[src/rtl/pps_pkg.sv]
// shared types, constants and address helpers for the pwm peptide scorer
// no dependencies; the interfaces, the cell, the mean unit and the top import this package
`default_nettype none

package pps_pkg;

    // table geometry
    localparam int NUM_ALLELES       = 8;
    localparam int NUM_PVALUE_BINS   = 117;
    localparam int NUM_RESIDUE_TYPES = 20;
    localparam int MAX_POS           = 10;
    localparam int MAX_OUT           = 8;

    // one cell per reported allele
    localparam int NUM_CELLS = (NUM_ALLELES < MAX_OUT) ? NUM_ALLELES : MAX_OUT;
    localparam int CELL_W    = (NUM_CELLS > 1) ? $clog2(NUM_CELLS) : 1;
    localparam int MCNT_W    = $clog2(NUM_CELLS + 1);

    // weight store: table x allele x residue x position
    localparam int ALLELE_STRIDE = NUM_RESIDUE_TYPES * MAX_POS;
    localparam int TABLE_STRIDE  = NUM_ALLELES * ALLELE_STRIDE;
    localparam int WSTORE_DEPTH  = 2 * TABLE_STRIDE;
    localparam int WADDR_W       = $clog2(WSTORE_DEPTH);

    // threshold store: table x bin
    localparam int TSTORE_DEPTH = 2 * NUM_PVALUE_BINS;
    localparam int TADDR_W      = $clog2(TSTORE_DEPTH);
    localparam int JW           = (NUM_PVALUE_BINS > 1) ? $clog2(NUM_PVALUE_BINS) : 1;
    localparam int BIN_W        = $clog2(NUM_PVALUE_BINS + 1);

    // fixed point widths
    localparam int VAL_W   = 24;
    localparam int SUM_W   = 28;
    localparam int ABS_W   = SUM_W - 1;
    localparam int RECIP_W = 28;
    localparam int DIV_SHIFT = ABS_W + 4;

    // reciprocals for truncating division of a magnitude below 2**ABS_W
    localparam logic [RECIP_W-1:0] RECIP_NINE =
        RECIP_W'(((64'd1 << DIV_SHIFT) + 64'd8) / 64'd9);
    localparam logic [RECIP_W-1:0] RECIP_TEN =
        RECIP_W'(((64'd1 << DIV_SHIFT) + 64'd9) / 64'd10);

    // codes
    localparam logic [1:0] ACT_SCORE  = 2'd0;
    localparam logic [1:0] ACT_WEIGHT = 2'd1;
    localparam logic [1:0] ACT_THRESH = 2'd2;

    localparam logic [3:0] LEN_NINE  = 4'd9;
    localparam logic [3:0] LEN_TEN   = 4'd10;
    localparam logic [3:0] COUNT_MAX = 4'd15;

    // configuration port
    localparam int CFG_IDX_W  = 1;
    localparam int CFG_DATA_W = 8;
    localparam logic [CFG_IDX_W-1:0] CFG_MASK_NINE = 1'b0;
    localparam logic [CFG_IDX_W-1:0] CFG_MASK_TEN  = 1'b1;

    typedef logic signed [VAL_W-1:0] t_value;
    typedef logic signed [SUM_W-1:0] t_sum;
    typedef logic [WADDR_W-1:0]      t_waddr;

    typedef struct packed {
        logic [1:0] action;
        logic [3:0] length;
        logic [2:0] allele;
        logic [4:0] residue;
        logic [3:0] position;
        logic [6:0] bin;
        t_value     value;
        logic       last;
    } t_in_data;

    typedef struct packed {
        logic [2:0] allele_index;
        t_value     allele_score;
        logic       allele_scored;
        t_value     best_score;
        logic [2:0] best_allele;
        logic [6:0] pvalue_bin;
        logic       valid_res;
        logic       last_of_run;
    } t_out_data;

    typedef struct packed {
        logic add;
        logic drain;
    } t_cell_ctrl;

    typedef struct packed {
        logic valid;
        logic scored;
        logic sel_ten;
        t_sum sum;
    } t_mean_in;

    typedef struct packed {
        logic   valid;
        logic   scored;
        t_value mean;
    } t_mean_out;

    typedef enum logic [2:0] {
        S_IDLE,
        S_READ,
        S_WAIT,
        S_ADD,
        S_DRAIN,
        S_DIV,
        S_SEARCH,
        S_EMIT
    } t_state;

    function automatic t_waddr f_waddr(input logic tbl, input int unsigned h,
                                       input logic [4:0] res, input logic [3:0] pos);
        f_waddr = WADDR_W'(int'(tbl) * TABLE_STRIDE + int'(h) * ALLELE_STRIDE
                           + int'(res) * MAX_POS + int'(pos));
    endfunction

endpackage

`default_nettype wire

[src/rtl/pps_cell.sv]
// one allele cell: weight shift stage plus running sum that drains to its neighbor
// depends on pps_pkg
`default_nettype none

module pps_cell import pps_pkg::*; (
    input  wire logic       i_clk,
    input  wire logic       i_rst_n,
    input  wire t_cell_ctrl i_ctrl,
    input  wire t_value     i_data,
    output t_value          o_data,
    input  wire t_sum       i_sum,
    output t_sum            o_sum
);

    t_value r_data;
    t_sum   r_sum;

    // weight stage shifts every cycle
    always_ff @(posedge i_clk) begin
        r_data <= i_data;
    end

    always_ff @(posedge i_clk) begin
        if (!i_rst_n) begin
            r_sum <= '0;
        end else if (i_ctrl.add) begin
            r_sum <= r_sum + t_sum'(r_data);
        end else if (i_ctrl.drain) begin
            r_sum <= i_sum;
        end
    end

    assign o_data = r_data;
    assign o_sum  = r_sum;

endmodule

`default_nettype wire

[config.mk]
export PLATFORM = sky130hd
export DESIGN_NAME = pps_cell
export DESIGN_NICKNAME = d
export VERILOG_FILES = /design/src/rtl/pps_pkg.sv /design/src/rtl/pps_cell.sv
export SDC_FILE = /design/constraint.sdc
export NUM_CORES = 1
export LEC_CHECK = 0
export BUFFER_PORTS_ARGS = -buffer_cell sky130_fd_sc_hd__buf_2
export CAP_MARGIN = 15
export CORE_MARGIN = 2
export CORE_UTILIZATION = 52
export CTS_BUF_LIST = sky130_fd_sc_hd__clkbuf_8
export DETAILED_ROUTE_END_ITERATION = 10
export PLACE_DENSITY = 0.82
export SLEW_MARGIN = 20
export SYNTH_ARGS = -nofsm -noshare
export SYNTH_HDL_FRONTEND = slang
export SYNTH_SLANG_ARGS = --single-unit
[constraint.sdc]
create_clock -name i_clk -period 3.1 [get_ports i_clk]
set_input_delay 0.62 -clock i_clk [delete_from_list [all_inputs] [get_ports i_clk]]
set_output_delay 0.62 -clock i_clk [all_outputs]
set_load 0.05 [all_outputs]
# After elaboration in Yosys (flattened, before gate mapping)
# Cells that the tools add are included.
dict set report op_classes {
  addsub 1
  mux 2
  reduce_logical 1
}
# cell n
set op_table {}
lappend op_table {{$mux 28} 2}
lappend op_table {{$add 28x24->28} 1}
lappend op_table {{$reduce_bool 2->1} 1}
dict set report word_totals {
  ff_bits 52
  input_bits 56
  output_inout_bits 52
  elab_cells 6
}

# Logic depth before layout (Yosys ltp)
dict set report depth {
  depth_word 2
  depth_mapped 10
  mapped_depth_nobuf 10
}

# Worst setup path after synthesis
# Ideal clock, no wire load.
dict set report synth_path {
  path_kind {register -> register}
  startpoint {reg r_sum[0] (netlist: o_sum[0])}
  endpoint {reg r_sum[24] (netlist: o_sum[24])}
  setup_ns 0.092
  arrival_ns 2.665
  required_ns 3.008
  slack_ns 0.343
  path_stages_with_launch 11
  n_path_buf 0
  period_less_slack_ns 2.757
  path_cell_list {dfxtp_1 -> ha_1 -> inv_1 -> fa_1 -> and2b_1 -> o2111ai_1 -> a211oi_2 -> nor3_1 -> nor4_1 -> nor3_1 -> o32ai_1}
}
dict set report synth_between {
  elab_chain_len 2
}
# element line_no
set synth_rtl {}
lappend synth_rtl {{start, declared} pps_cell.sv:16} ;# t_sum r_sum;
lappend synth_rtl {{start signal, assigned} pps_cell.sv:27} ;# r_sum <= r_sum + t_sum'(r_data);
lappend synth_rtl {{start signal, assigned} pps_cell.sv:29} ;# r_sum <= i_sum;
lappend synth_rtl {{$add 28x24->28} pps_cell.sv:27}
lappend synth_rtl {{$mux 28} pps_cell.sv:26} ;# end else if (i_ctrl.add) begin
# No other way between the ends.
# A chain may end at the register's enable or synchronous reset.

# Worst setup path in the final report
# Ends and elaborated chain as after synthesis.

==> flow_metrics.py <==
metrics = {
    "outcome": {
        "status": "finished, final reports clean",
    },
    "power_and_ir_drop": {
        "powerDensity_nw_per_um2": 602,
        "p_leak_nw": 1.87,
        "vdd.ir_drop.worst_uv": 270,
    },
    "timing": {
        "max_freq_mhz": 374,
        "finalWorstSetupSlack_ns": 0.428,
        "finalHoldViolations": 0,
        "relSlewSlack": 0.508,
        "tightestPinTransition_ns": 0.739,
        "whs_ns": 0.395,
        "fin_skew_ns": 0.00941,
        "finalCriticalPeriod_ns": 2.67,
        "setup_tns_ns": 0,
        "drv_slew": 0,
        "setup_viol": 0,
        "fin_crit_sh": 0.862,
        "rsz0062_at_grt": "no",
    },
    "yosys": {
        "syn_avg_cell_area_um2": 8.58,
        "synth_edf_count": 0,
        "netlist_area_um2": 3170,
        "synth-seq-cells": 52,
        "synthTopCellsByCount": "52 x dfxtp_1, 42 x a21oi_1, 31 x nor2_1",
        "synth_fp_nets": 454,
        "synth_area_leaders": "dfxtp_1 33%, ha_1 11%, mux2i_1 7.6%, a21oi_1 6.6%, nor2_1 3.7%",
        "yosys_warnings": 0,
        "async_reset_ff_frac": 0,
        "synth_top_area_share": 0.328,
        "synth-seq-area-share": 0.328,
        "synth.largest_area_cell": "dfxtp_1",
        "synthFlopType": "dfxtp_1",
        "post-synth-top-count-cell": "dfxtp_1",
        "syn_inst": 370,
        "yosysUniqueCellTypes": 53,
    },
    "cells_and_area": {
        "diodes": 0,
        "n_fill_cell": 522,
        "layout.nets": 556,
        "drive_gt1_frac": 0.279,
        "area_growth_pct": 23.2,
    },
    "min_path": {
        "hold_path.startpoint": "i_data[8]",
        "min-delay-path-class": "in -> reg",
        "whs_path_depth": 1,
        "min_to": "o_data[8]",
    },
    "grt": {
        "globalRouteOverflowTotal": 0,
        "grt_pass1_wl_um": 13300,
        "grt_pass1_vias": 2844,
        "grt_max_degree": 26,
        "grt.total_usage": 0.254,
        "antenna_found_initial": 0,
    },
    "critical_path": {
        "r2r-end": "o_sum[24]",
        "timing.rr.start": "o_sum[0]",
        "crit_arrival_ns": 2.90,
        "critPathLaunchType": "flip-flop",
        "critPathMaxFanout": 3,
        "crit_required_ns": 3.33,
        "worstSetupPathType": "reg -> reg",
        "r2r_cells": 10,
        "endpoint_kind": "flip-flop",
        "reg2reg_slack_ns": 0.43,
    },
    "place": {
        "dp_slack_ns": 0.478,
        "io_buffers": 107,
        "dp_hpwl_um": 6280,
        "finalWeightedCongestion": 0.918,
    },
    "routing": {
        "drtIter0Drc": 220,
        "routedWlPerCell_um": 14.9,
        "wirelength_um": 8190,
        "via_per_inst": 5.76,
        "num_vias": 3155,
        "dr.pass1.iters": 5,
        "final_antenna_net_count": 0,
        "drcViolationCount": 0,
    },
    "cts": {
        "post_cts_buffers": 0,
        "clk_pin_slew_worst_paths_ns": 0.10,
        "cts.sink_count": 52,
        "cts_resized": 0,
        "cts_tree": "done",
        "cts_max_level": 2,
        "clockRootBuffer": "clkbuf_8",
        "numCtsBuffers": 5,
        "clockBufferDepth": 2,
        "clk_latency_ns": 0.31,
        "cts_hold_buf": 0,
    },
    "floorplanning": {
        "ios": 108,
        "chipHeight_um": 82.1,
        "core_area_um2": 5920,
        "die_w_um": 82.1,
        "row_count": 28,
        "start_util": 0.536,
        "die-area_um2": 6740,
    },
    "job": {
        "drv_cap": 0,
    },
}
==> placed cells by master, fill, tap and decap left out, types with 5 or more instances in the layout <==
cell / count
xnor2_1: 8
xor2_1: 10
o21ai_0: 20
nor2_1: 31
buf_2: 107
inv_1: 7
dfxtp_1: 52
o211ai_1: 5
nand2_1: 29
ha_1: 27
clkbuf_8: 5
nor3_1: 9
a21oi_1: 42
nor2b_1: 10
o22ai_1: 5
nand4_1: 9
mux2i_1: 24
==> final cells by class <==
type / instances / area, um2 / area share
tap: 75 / 93.8 / 0.0240
inverter: 7 / 26.3 / 0.00672
timing repair buffer: 111 / 566 / 0.145
multi-input combinational: 295 / 2050 / 0.523
sequential: 52 / 1040 / 0.266
clock buffer: 5 / 68.8 / 0.0176
clock inverter: 3 / 68.8 / 0.0176
==> kinds of logic (layout without fill, tap and decap cells) <==
| group | Yosys count | count (layout) | synth area share |
|---|---|---|---|
| buf+inv | 23 | 126 | 0.0272 |
| xor+xnor | 18 | 18 | 0.0497 |
| flops | 52 | 52 | 0.328 |
| mux | 28 | 28 | 0.0899 |
| fa+ha+maj | 28 | 28 | 0.113 |
| compound gates | 112 | 112 | 0.226 |
| simple gates | 109 | 109 | 0.166 |
==> critical path: stages, from the launching register on <==
cell,delay [ns]
dfxtp_1,0.36
ha_1,0.17
inv_1,0.06
fa_1,0.37
and2b_1,0.25
o2111ai_1,0.18
a211oi_2,0.33
nor3_1,0.14
nor4_1,0.37
nor3_1,0.09
o32ai_1,0.26
==> where the power goes <==
group	switching, mW	total (mW)	internal (mW)
Combinational	0.663	1.00	0.339
Clock	0.235	0.560	0.325
Sequential	0.0525	0.791	0.738
==> through the flow <==
stage / util / area (um2) / total power, mW / instances
2_1_floorplan: - / 3170 / 1.56 / 370
3_3_place_gp: 0.637 / 3770 / 1.78 / 540
3_5_place_dp: 0.637 / 3770 / 1.80 / 540
4_1_cts: 0.660 / 3910 / 2.36 / 548
5_1_grt: 0.660 / 3910 / 2.48 / 548
6_report: 0.660 / 3910 / 2.35 / 548
==> routing by layer <==
metal	vias to the layer above	track usage	share of wire
li1	1564	-	-
met1	1442	0.344	0.47
met2	138	0.411	0.44
met3	11	0.0402	0.069
met4	0	0.0883	0.016
met5	-	0	0
==> sequential cells by signal, summed over array words and instances, names as in the netlist <==
name    cells
o_sum      28
o_data     24
==> worst max-delay path by stage <==
stage	from	to	slack (ns)	depth (start not counted)
detailed placement	o_sum[0]	o_sum[24]	0.48	10
CTS	o_sum[0]	o_sum[24]	0.44	10
global route	o_sum[0]	o_sum[24]	0.15	10
finish	o_sum[0]	o_sum[24]	0.43	10
floorplan	o_sum[0]	o_sum[24]	0.34	10
global placement	o_sum[0]	o_sum[24]	0.57	10
(Power assumes the default switching activity.)
